`config.mk`:
```
export PLATFORM = sky130hd
export DESIGN_NAME = whm_ctrl
export DESIGN_NICKNAME = d
export VERILOG_FILES = /design/src/whm_pkg.sv /design/src/whm_ctrl.sv
export SDC_FILE = /design/constraint.sdc
export NUM_CORES = 1
export LEC_CHECK = 0
export BUFFER_PORTS_ARGS = -buffer_cell sky130_fd_sc_hd__buf_2
export CAP_MARGIN = 15
export CORE_AREA = 2 2 39 41
export CTS_BUF_LIST = sky130_fd_sc_hd__clkbuf_4
export DETAILED_ROUTE_END_ITERATION = 16
export DIE_AREA = 0 0 41 43
export PLACE_DENSITY = 0.35
export SLEW_MARGIN = 20
export SYNTH_ARGS = -nofsm -noshare
export SYNTH_HDL_FRONTEND = slang
export SYNTH_SLANG_ARGS = --single-unit
```
`constraint.sdc`:
```
create_clock -name clk_i -period 2.1 [get_ports clk_i]
set_input_delay 0.525 -clock clk_i [delete_from_list [all_inputs] [get_ports clk_i]]
set_output_delay 0.525 -clock clk_i [all_outputs]
set_load 0.01 [all_outputs]
```
`src/whm_pkg.sv`:
```
// Shared types, constants and codes of the weighted neighbourhood heat map unit.
package whm_pkg;

  localparam int GRID_COLS_DEF   = 64;
  localparam int GRID_ROWS_DEF   = 64;
  localparam int EDGE_MARGIN_DEF = 1;

  localparam int WEIGHT_W    = 8;
  localparam int HEAT_W      = 8;
  localparam int COORD_W     = 8;
  localparam int FLAGS_W     = 3;
  localparam int IN_TDATA_W  = 24;
  localparam int OUT_TDATA_W = 8;
  localparam int CFG_DATA_W  = 32;
  localparam int CFG_ADDR_W  = 4;

  localparam logic [HEAT_W-1:0] HEAT_MAX = 8'd255;

  localparam logic [WEIGHT_W-1:0] LAVA_CENTRE_RST = 8'd10;
  localparam logic [WEIGHT_W-1:0] FIRE_CENTRE_RST = 8'd5;
  localparam logic [WEIGHT_W-1:0] BRAZIER_RST     = 8'd5;
  localparam logic [WEIGHT_W-1:0] SPILL_RST       = 8'd1;

  // bit positions of the stored source flags
  localparam int FLAG_LAVA    = 0;
  localparam int FLAG_FIRE    = 1;
  localparam int FLAG_BRAZIER = 2;

  typedef enum logic {
    OP_WRITE = 1'b0,
    OP_READ  = 1'b1
  } op_e;

  typedef enum logic [1:0] {
    REG_LAVA_CENTRE = 2'd0,
    REG_FIRE_CENTRE = 2'd1,
    REG_BRAZIER     = 2'd2,
    REG_SPILL       = 2'd3
  } reg_idx_e;

  typedef struct packed {
    logic [WEIGHT_W-1:0] lava_centre;
    logic [WEIGHT_W-1:0] fire_centre;
    logic [WEIGHT_W-1:0] brazier;
    logic [WEIGHT_W-1:0] spill;
  } cfg_t;

  typedef struct packed {
    logic clear;      // clear one memory entry and advance the sweep
    logic capture;    // take the input transfer into the item registers
    logic mem_write;  // store the captured flags
    logic gather;     // read one neighbour and advance the neighbour counters
    logic load_out;   // move the result into the output register
  } cmd_t;

  typedef struct packed {
    logic clear_last;
    logic is_read;
    logic in_grid;
    logic nb_last;
    logic out_busy;
  } status_t;

endpackage

```
`src/whm_ctrl.sv`:
```
// Controller: clearing sweep, item dispatch, neighbour walk and result hand-off.
module whm_ctrl (
  input  logic              clk_i,
  input  logic              rst_ni,
  input  logic              s_axis_tvalid,
  output logic              s_axis_tready,
  input  whm_pkg::status_t  status_i,
  output whm_pkg::cmd_t     cmd_o
);

  typedef enum logic [2:0] {
    ST_CLEAR,
    ST_IDLE,
    ST_DISPATCH,
    ST_GATHER,
    ST_DRAIN,
    ST_DONE
  } state_e;

  state_e state_q, state_d;

  always_comb begin
    state_d = state_q;
    cmd_o   = '0;
    unique case (state_q)
      ST_CLEAR: begin
        cmd_o.clear = 1'b1;
        if (status_i.clear_last) begin
          state_d = ST_IDLE;
        end
      end
      ST_IDLE: begin
        if (s_axis_tvalid) begin
          cmd_o.capture = 1'b1;
          state_d       = ST_DISPATCH;
        end
      end
      ST_DISPATCH: begin
        priority if (!status_i.is_read) begin
          // writes outside the grid are dropped
          cmd_o.mem_write = status_i.in_grid;
          state_d         = ST_IDLE;
        end else if (status_i.in_grid) begin
          state_d = ST_GATHER;
        end else begin
          state_d = ST_DONE;
        end
      end
      ST_GATHER: begin
        cmd_o.gather = 1'b1;
        if (status_i.nb_last) begin
          state_d = ST_DRAIN;
        end
      end
      ST_DRAIN: begin
        state_d = ST_DONE;
      end
      ST_DONE: begin
        // hold until the output register is free
        if (!status_i.out_busy) begin
          cmd_o.load_out = 1'b1;
          state_d        = ST_IDLE;
        end
      end
      default: begin
        state_d = ST_IDLE;
      end
    endcase
  end

  always_ff @(posedge clk_i or negedge rst_ni) begin
    if (!rst_ni) begin
      state_q <= ST_CLEAR;
    end else begin
      state_q <= state_d;
    end
  end

  assign s_axis_tready = (state_q == ST_IDLE);

endmodule

```
==> results.cfg <==
[finish]
largest_reg_flops = 3
fin_nets = 50
multi_input_area_sq_um = 130.1
seq_area_sq_um = 75.07
reg_top3 = state_q x3
top_register = state_q
final_cell_mix = buf_2, clkbuf_4, nor2b_1, a21oi_1, dfrtp_1
diodes = 0
synthToLayoutAreaGrowth_pct = 48.84
drive_gt1_share_pct = 41.46
fin_util_pct = 23.15
mostFrequentLayoutCell = buf_2
fill_cells = 161
final_area_sq_um = 320.3
fin_cells = 57

[sta]
setup_viol = 0
final.setup.tns_ns = 0
fin_ws_ns = 0.3343
drv_slew = 0
slew-limit-headroom_pct = 80.66
fmax_mhz = 566.3
hold_viol = 0
fin_crit_ns = 1.766
holdWs_ns = 0.07857
worst_pin_slew_ns = 0.2901
skew_ns = 0.002102
rsz0062_at_grt = no
fin_crit_sh_pct = 84.08

[drt]
wl_per_cell_um = 9.579
via_count = 230
via_per_inst = 4.035
drtIter0Drc = 2
drc_errors = 0
totalWireLength_um = 546
antenna_left = 0
dr.pass1.iters = 4

[setup_path]
startpoint_type = flip-flop
worstPathRequired_ns = 1.57
crit_path_end_kind = primary output
cp.arrival_ns = 1.24
critPathKind = reg2out
crit_family = flip-flops
path_buf_inv = 1
crit_path_max_fanout = 11
cp_slowest_cell = dfrtp_1
max_stage_delay_ns = 0.47
crit_path_cell_trace = nor3b_1 > and2_1 > buf_2

[floorplanning]
die_h_um = 43
fp.coreArea_sq_um = 1384
die_w_um = 41
io_pins = 14
dieArea_sq_um = 1763
rows = 14
initial_core_util_pct = 15.55

[placement]
dp.cells = 53
place.gp.congestion = 0.6486
post-place-ws_ns = 0.5434
port_buffers = 13
postPlaceCellArea_sq_um = 290.3

[global_routing]
grt_pass1_vias = 213
grt_use_total_pct = 7.042
antenna_found_initial = 0
grt_max_degree = 12
grt_overflow = 0
grt_pass1_wl_um = 821

[clock_network]
cts_root_buffer = clkbuf_4
clkTransAtPathRegs_ns = 0.04
cts_tree = yes
h-tree-depth = 1
cts_resized = 0
clk-insertion-delay-late_ns = 0.23
cts.sinks = 3
clk_path_buf_depth = 2
cts_setup_buffers = 0
cts_hold_buf = 0
numCtsBuffers = 3

[logic_synthesis]
postSynthNetCount = 34
ys_warn_count = 0
avgSynthCellArea_sq_um = 8.277
synth_flop_cell = dfrtp_1
synth-async-reset-ratio_pct = 100.0
syn_area_sq_um = 215.2
synth_seq_area_share_pct = 34.88
yosysUniqueCellTypes = 16
synth_edf_count = 0
synth.ff_latch_count = 3
syn-instance-count = 26

[power_and_ir_drop]
p_leak_nw = 0.1623
p_per_area_nw_per_um2 = 1432
power_mw = 0.4588
ir_worst_vdd_v = 0.0004239

[flow_run]
drv_cap = 0

[min_path]
hold_class = in2async

[run_status]
outcome = completed
power breakdown:
part	internal [mW]	switching, mW
Clock	0.0841	0.0297
Combinational	0.103	0.0899
Sequential	0.0870	0.0656
worst paths after layout:
kind | from | end | slack [ns] | cells past startpoint
min in group clk_i | status_i[0] | state_q[2]$_DFFE_PN0P_ | 0.55 | 3
hold / removal | rst_ni | state_q[0]$_DFFE_PN0P_ | 0.08 | 1
setup / recovery | state_q[1]$_DFFE_PN0P_ | cmd_o[3] | 0.33 | 3
setup reg to reg | state_q[1]$_DFFE_PN0P_ | state_q[0]$_DFFE_PN0P_ | 0.97 | 3
hold reg to reg | state_q[2]$_DFFE_PN0P_ | state_q[1]$_DFFE_PN0P_ | 0.59 | 1
max in group asynchronous | rst_ni | state_q[2]$_DFFE_PN0P_ | 1.92 | 1
layout make-up:
cell class	instances	area share [%]
Multi-Input combinational cell	21	40.63
Clock buffer	4	9.375
Tap cell	16	6.250
Sequential cell	3	23.44
Timing Repair Buffer	13	20.31
cell usage after synthesis, types with 2 or more instances:
cell type  instances  share of area, %
nor2_1             2               3.5
a21oi_1            3               7.0
nor2b_1            3               8.7
nor3b_1            2               7.0
buf_2              2               4.7
and3b_1            2               8.1
dfrtp_1            3                35
layer usage:
layer | share of wire (%) | vias up | GRT usage (%)
met2 | 53 | 3 | 9.688
li1 | - | 125 | -
met5 | 0 | - | 0
met4 | 0 | 0 | 6.000
met3 | 2.7 | 0 | 1.571
met1 | 44 | 102 | 8.738
cell families after synthesis:
| group | count (synthesis) | share of synthesized area, % |
|---|---|---|
| simple gates | 14 | 41.28 |
| compound gates | 7 | 19.18 |
| flops | 3 | 34.88 |
| buf+inv | 2 | 4.651 |
No activity file was read; power rests on OpenSTA's default activity.
