## src/whm_pkg.sv

```systemverilog
// Shared types, constants and codes of the weighted neighbourhood heat map unit.
package whm_pkg;

  localparam int GRID_COLS_DEF   = 64;
  localparam int GRID_ROWS_DEF   = 64;
  localparam int EDGE_MARGIN_DEF = 1;

  localparam int WEIGHT_W    = 8;
  localparam int HEAT_W      = 8;
  localparam int COORD_W     = 8;
  localparam int FLAGS_W     = 3;
  localparam int IN_TDATA_W  = 24;
  localparam int OUT_TDATA_W = 8;
  localparam int CFG_DATA_W  = 32;
  localparam int CFG_ADDR_W  = 4;

  localparam logic [HEAT_W-1:0] HEAT_MAX = 8'd255;

  localparam logic [WEIGHT_W-1:0] LAVA_CENTRE_RST = 8'd10;
  localparam logic [WEIGHT_W-1:0] FIRE_CENTRE_RST = 8'd5;
  localparam logic [WEIGHT_W-1:0] BRAZIER_RST     = 8'd5;
  localparam logic [WEIGHT_W-1:0] SPILL_RST       = 8'd1;

  // bit positions of the stored source flags
  localparam int FLAG_LAVA    = 0;
  localparam int FLAG_FIRE    = 1;
  localparam int FLAG_BRAZIER = 2;

  typedef enum logic {
    OP_WRITE = 1'b0,
    OP_READ  = 1'b1
  } op_e;

  typedef enum logic [1:0] {
    REG_LAVA_CENTRE = 2'd0,
    REG_FIRE_CENTRE = 2'd1,
    REG_BRAZIER     = 2'd2,
    REG_SPILL       = 2'd3
  } reg_idx_e;

  typedef struct packed {
    logic [WEIGHT_W-1:0] lava_centre;
    logic [WEIGHT_W-1:0] fire_centre;
    logic [WEIGHT_W-1:0] brazier;
    logic [WEIGHT_W-1:0] spill;
  } cfg_t;

  typedef struct packed {
    logic clear;      // clear one memory entry and advance the sweep
    logic capture;    // take the input transfer into the item registers
    logic mem_write;  // store the captured flags
    logic gather;     // read one neighbour and advance the neighbour counters
    logic load_out;   // move the result into the output register
  } cmd_t;

  typedef struct packed {
    logic clear_last;
    logic is_read;
    logic in_grid;
    logic nb_last;
    logic out_busy;
  } status_t;

endpackage

```

## src/whm_regs.sv

```systemverilog
// Weight registers behind the APB-style configuration port.
module whm_regs (
  input  logic                               clk_i,
  input  logic                               rst_ni,
  input  logic                               psel,
  input  logic                               penable,
  input  logic                               pwrite,
  input  logic [whm_pkg::CFG_ADDR_W-1:0]     paddr,
  input  logic [whm_pkg::CFG_DATA_W-1:0]     pwdata,
  output logic [whm_pkg::CFG_DATA_W-1:0]     prdata,
  output whm_pkg::cfg_t                      cfg_o
);

  whm_pkg::cfg_t      cfg_q;
  whm_pkg::reg_idx_e  idx;
  logic               wr_en;

  assign idx   = whm_pkg::reg_idx_e'(paddr[3:2]);
  assign wr_en = psel && penable && pwrite;

  always_ff @(posedge clk_i or negedge rst_ni) begin
    if (!rst_ni) begin
      cfg_q.lava_centre <= whm_pkg::LAVA_CENTRE_RST;
      cfg_q.fire_centre <= whm_pkg::FIRE_CENTRE_RST;
      cfg_q.brazier     <= whm_pkg::BRAZIER_RST;
      cfg_q.spill       <= whm_pkg::SPILL_RST;
    end else if (wr_en) begin
      unique case (idx)
        whm_pkg::REG_LAVA_CENTRE: cfg_q.lava_centre <= pwdata[whm_pkg::WEIGHT_W-1:0];
        whm_pkg::REG_FIRE_CENTRE: cfg_q.fire_centre <= pwdata[whm_pkg::WEIGHT_W-1:0];
        whm_pkg::REG_BRAZIER:     cfg_q.brazier     <= pwdata[whm_pkg::WEIGHT_W-1:0];
        whm_pkg::REG_SPILL:       cfg_q.spill       <= pwdata[whm_pkg::WEIGHT_W-1:0];
      endcase
    end
  end

  always_comb begin
    unique case (idx)
      whm_pkg::REG_LAVA_CENTRE: prdata = whm_pkg::CFG_DATA_W'(cfg_q.lava_centre);
      whm_pkg::REG_FIRE_CENTRE: prdata = whm_pkg::CFG_DATA_W'(cfg_q.fire_centre);
      whm_pkg::REG_BRAZIER:     prdata = whm_pkg::CFG_DATA_W'(cfg_q.brazier);
      whm_pkg::REG_SPILL:       prdata = whm_pkg::CFG_DATA_W'(cfg_q.spill);
    endcase
  end

  assign cfg_o = cfg_q;

endmodule

```

## config.mk

```make
export PLATFORM = sky130hd
export DESIGN_NAME = whm_regs
export DESIGN_NICKNAME = d
export VERILOG_FILES = /design/src/whm_pkg.sv /design/src/whm_regs.sv
export SDC_FILE = /design/constraint.sdc
export NUM_CORES = 1
export LEC_CHECK = 0
export ABC_CLOCK_PERIOD_IN_PS = 800
export BUFFER_PORTS_ARGS = -buffer_cell sky130_fd_sc_hd__buf_2
export CAP_MARGIN = 20
export CORE_AREA = 10 10 120 79
export DETAILED_ROUTE_END_ITERATION = 7
export DIE_AREA = 0 0 130 89
export PLACE_DENSITY = 0.49
export SYNTH_ARGS = -nofsm -noshare
export SYNTH_HDL_FRONTEND = slang
export SYNTH_SLANG_ARGS = --single-unit
```

## constraint.sdc

```tcl
create_clock -name clk_i -period 0.8 [get_ports clk_i]
set_clock_uncertainty 0.05 [all_clocks]
set_input_delay 0.08 -clock clk_i [delete_from_list [all_inputs] [get_ports clk_i]]
set_output_delay 0.08 -clock clk_i [all_outputs]
set_load 0.005 [all_outputs]
```

==> key figures <==
Outcome
  – Status: finished, violations left
  – Violated checks: negative setup slack

Cells and area
  – NumNets Final: 266
  – Most frequent cells in the layout: buf_6 (78), mux2_4 (30), dfrtp_1 (25)
  – Commonest non-fill, non-tap cell in the layout: buf_6
  – Share of cells above drive strength 1: 0.770
  – Area delta synth->final: 88.2%
  – Antenna diode count: 0
  – Max FFs per register: 32

Worst setup path
  – Worst EP arrival: 1.31 ns
  – Worst path max stage delay: slightly below 0.5 ns
  – Slowest cell on the critical path: mux4_2
  – CP endpoint kind: output pin
  – Worst Path Max Fanout: 2
  – Setup crit start kind: flip-flop
  – CP Class: flip-flop to output pin
  – Critical Path, Cell by Cell: mux4_2 -> buf_6
  – Data required, critical path: 0.67 ns

Clocking
  – CTS H-Tree Depth: 2
  – TritonCTS Buffers: 5
  – Worst-skew pair later-pin latency: roughly 0.27 ns
  – CTS tree: done
  – Clock root buffer: clkbuf_16
  – Clk pin slew, worst setup/hold paths: 0.06 ns
  – CTS Buffer Depth: 2
  – CTS sink cnt: 32

Synth
  – Gate Count Post-Synth: 105
  – Synth Register Bits: 32
  – Synth Warn #: 0
  – Yosys cell types: 13
  – Register area share after synthesis: 0.499
  – Post-synthesis average cell area: 15.5 sq um
  – Synthesized area: 0.00162 sq mm

Timing
  – Final setup vio count: slightly above 70
  – Final min period: 1.44 ns
  – Setup tns final: -18.22 ns
  – Fin. max-slew vios: 0
  – Final setup margin: -0.636 ns
  – Final hold viol count: 0
  – Period Utilization, post-route: 1.80
  – RSZ-0062 raised after global routing: yes
  – Fmax achieved: approximately 700 MHz
  – Hold Slack: 0.0318 ns

Placed design
  – Port bufs: between 50 and 60
  – Worst slack, placed: -0.460 ns
  – Dpl hpwl: 3910 um
  – Final GP Congestion: 0.722

Floorplan
  – Ports: 105
  – Die ar.: 0.0116 sq mm
  – Site Rows: 25
  – Core area: 0.00744 sq mm
  – Die H: 89 um
  – Die Wd: between 100 and 150 um
  – Initial core utilization: 0.218

Route
  – Pre-antenna DRT Iters: 4
  – Routed len/inst: 16.5 um
  – Vias/cell: 3.88
  – DRT iter0 DRCs: 36
  – Routed wire length: 5270 um
  – Vias: ~1200
  – Highest metal used: met4
  – WL met2: ~2500 um
  – DRT met1 WL: 2370 um
  – Detailed-route DRC error count: 0
  – Remaining antenna violation count: 0
  – Met3 Wirelength: 423 um

Global route
  – Vias in the first global route: 1407
  – Gr ovfl total: 0
  – Largest net degree at the start of global routing: 14
  – First-pass GRT wire length: 7910 um
  – Gr usage total: 0.0897
  – Antenna violations before repair: 0

Job
  – Max-Cap Viols: 0

Power and ir drop
  – Total power: approximately 7.6 mW
  – Leak pwr: between 1.5 and 2 nW
  – Power Density: between 2000 and 2500 mW/mm^2
  – Max VDD drop: 1350 uV

Worst hold path
  – Min-Delay Path Class: primary input to flip-flop
## routing by layer
| layer | GRT usage | vias to the layer above |
|---|---|---|
| met2 | 0.141 | 45 |
| met4 | 0.0213 | 0 |
| met3 | 0.0373 | 4 |
| met1 | 0.112 | 621 |
| li1 | - | 571 |
| met5 | 0 | - |
## cell usage after synthesis
cell type / number / area share
conb_1: 1 / 0.0023
dfstp_2: 7 / 0.11
buf_4: 24 / 0.11
dfrtp_1: 25 / 0.39
nand3b_2: 1 / 0.0069
buf_2: 1 / 0.0031
nor3b_4: 1 / 0.012
mux2_2: 32 / 0.22
and3b_2: 1 / 0.0062
buf_6: 2 / 0.014
and3_4: 1 / 0.0069
nand3_2: 1 / 0.0062
mux4_2: 8 / 0.11
## through the flow
step / instances / utilization / instance area [sq um]
5_1_grt: 320 / 0.410 / 3050
4_1_cts: 311 / 0.389 / 2900
6_report: 320 / 0.410 / 3050
3_3_place_gp: 300 / 0.314 / 2340
3_5_place_dp: 300 / 0.314 / 2340
2_1_floorplan: 128 / - / 1740
## cells by family after synthesis
group | count (synthesis) | share of synthesized area
buffers and inverters | 27 | 0.128
AND/OR/NAND/NOR | 5 | 0.0378
multiplexers | 40 | 0.333
flip-flops | 32 | 0.499
other | 1 | 0.00231
## what timing repair did
item | CTS | global route
resized for setup | 82 | 27
hold endpoints to repair | 30 | 0
endpoints found under the setup margin | 72 | 85
pin swaps | 2 | 0
setup buffers | 7 | 17
hold buffers | 1 | 0
## path summary, 6_finish.rpt
kind                                 from   endpoint  slack [ns]  cells after the start
max in group asynchronous          rst_ni  cfg_o[25]        0.08                      3
worst max register to register  cfg_o[20]  cfg_o[20]       -0.26                      3
worst min register to register  cfg_o[11]  cfg_o[11]        0.56                      2
min in group asynchronous          rst_ni   cfg_o[3]        0.16                      2
worst max-delay path            cfg_o[24]  prdata[0]       -0.64                      2
worst min-delay path            pwdata[5]  cfg_o[13]        0.03                      2
## cell type report
cell class	instances	area [sq um]
clock buffers	8	146
fillers	681	4390
multi-input cells	69	812
flip-flops and latches	32	810
well taps	94	118
repair buffers	117	1170
## power breakdown
part	internal (mW)	switching [mW]
Combinational	2.36	0.964
Clock	1.24	0.670
Sequential	2.06	0.267
## worst max-delay path, delay by kind of cell, from the launching register on
family                 cells  cell delay (ns)
flip-flops                 1             0.40
multiplexers               1             0.49
buffers and inverters      1             0.14
No activity file was read; power rests on OpenSTA's default activity.
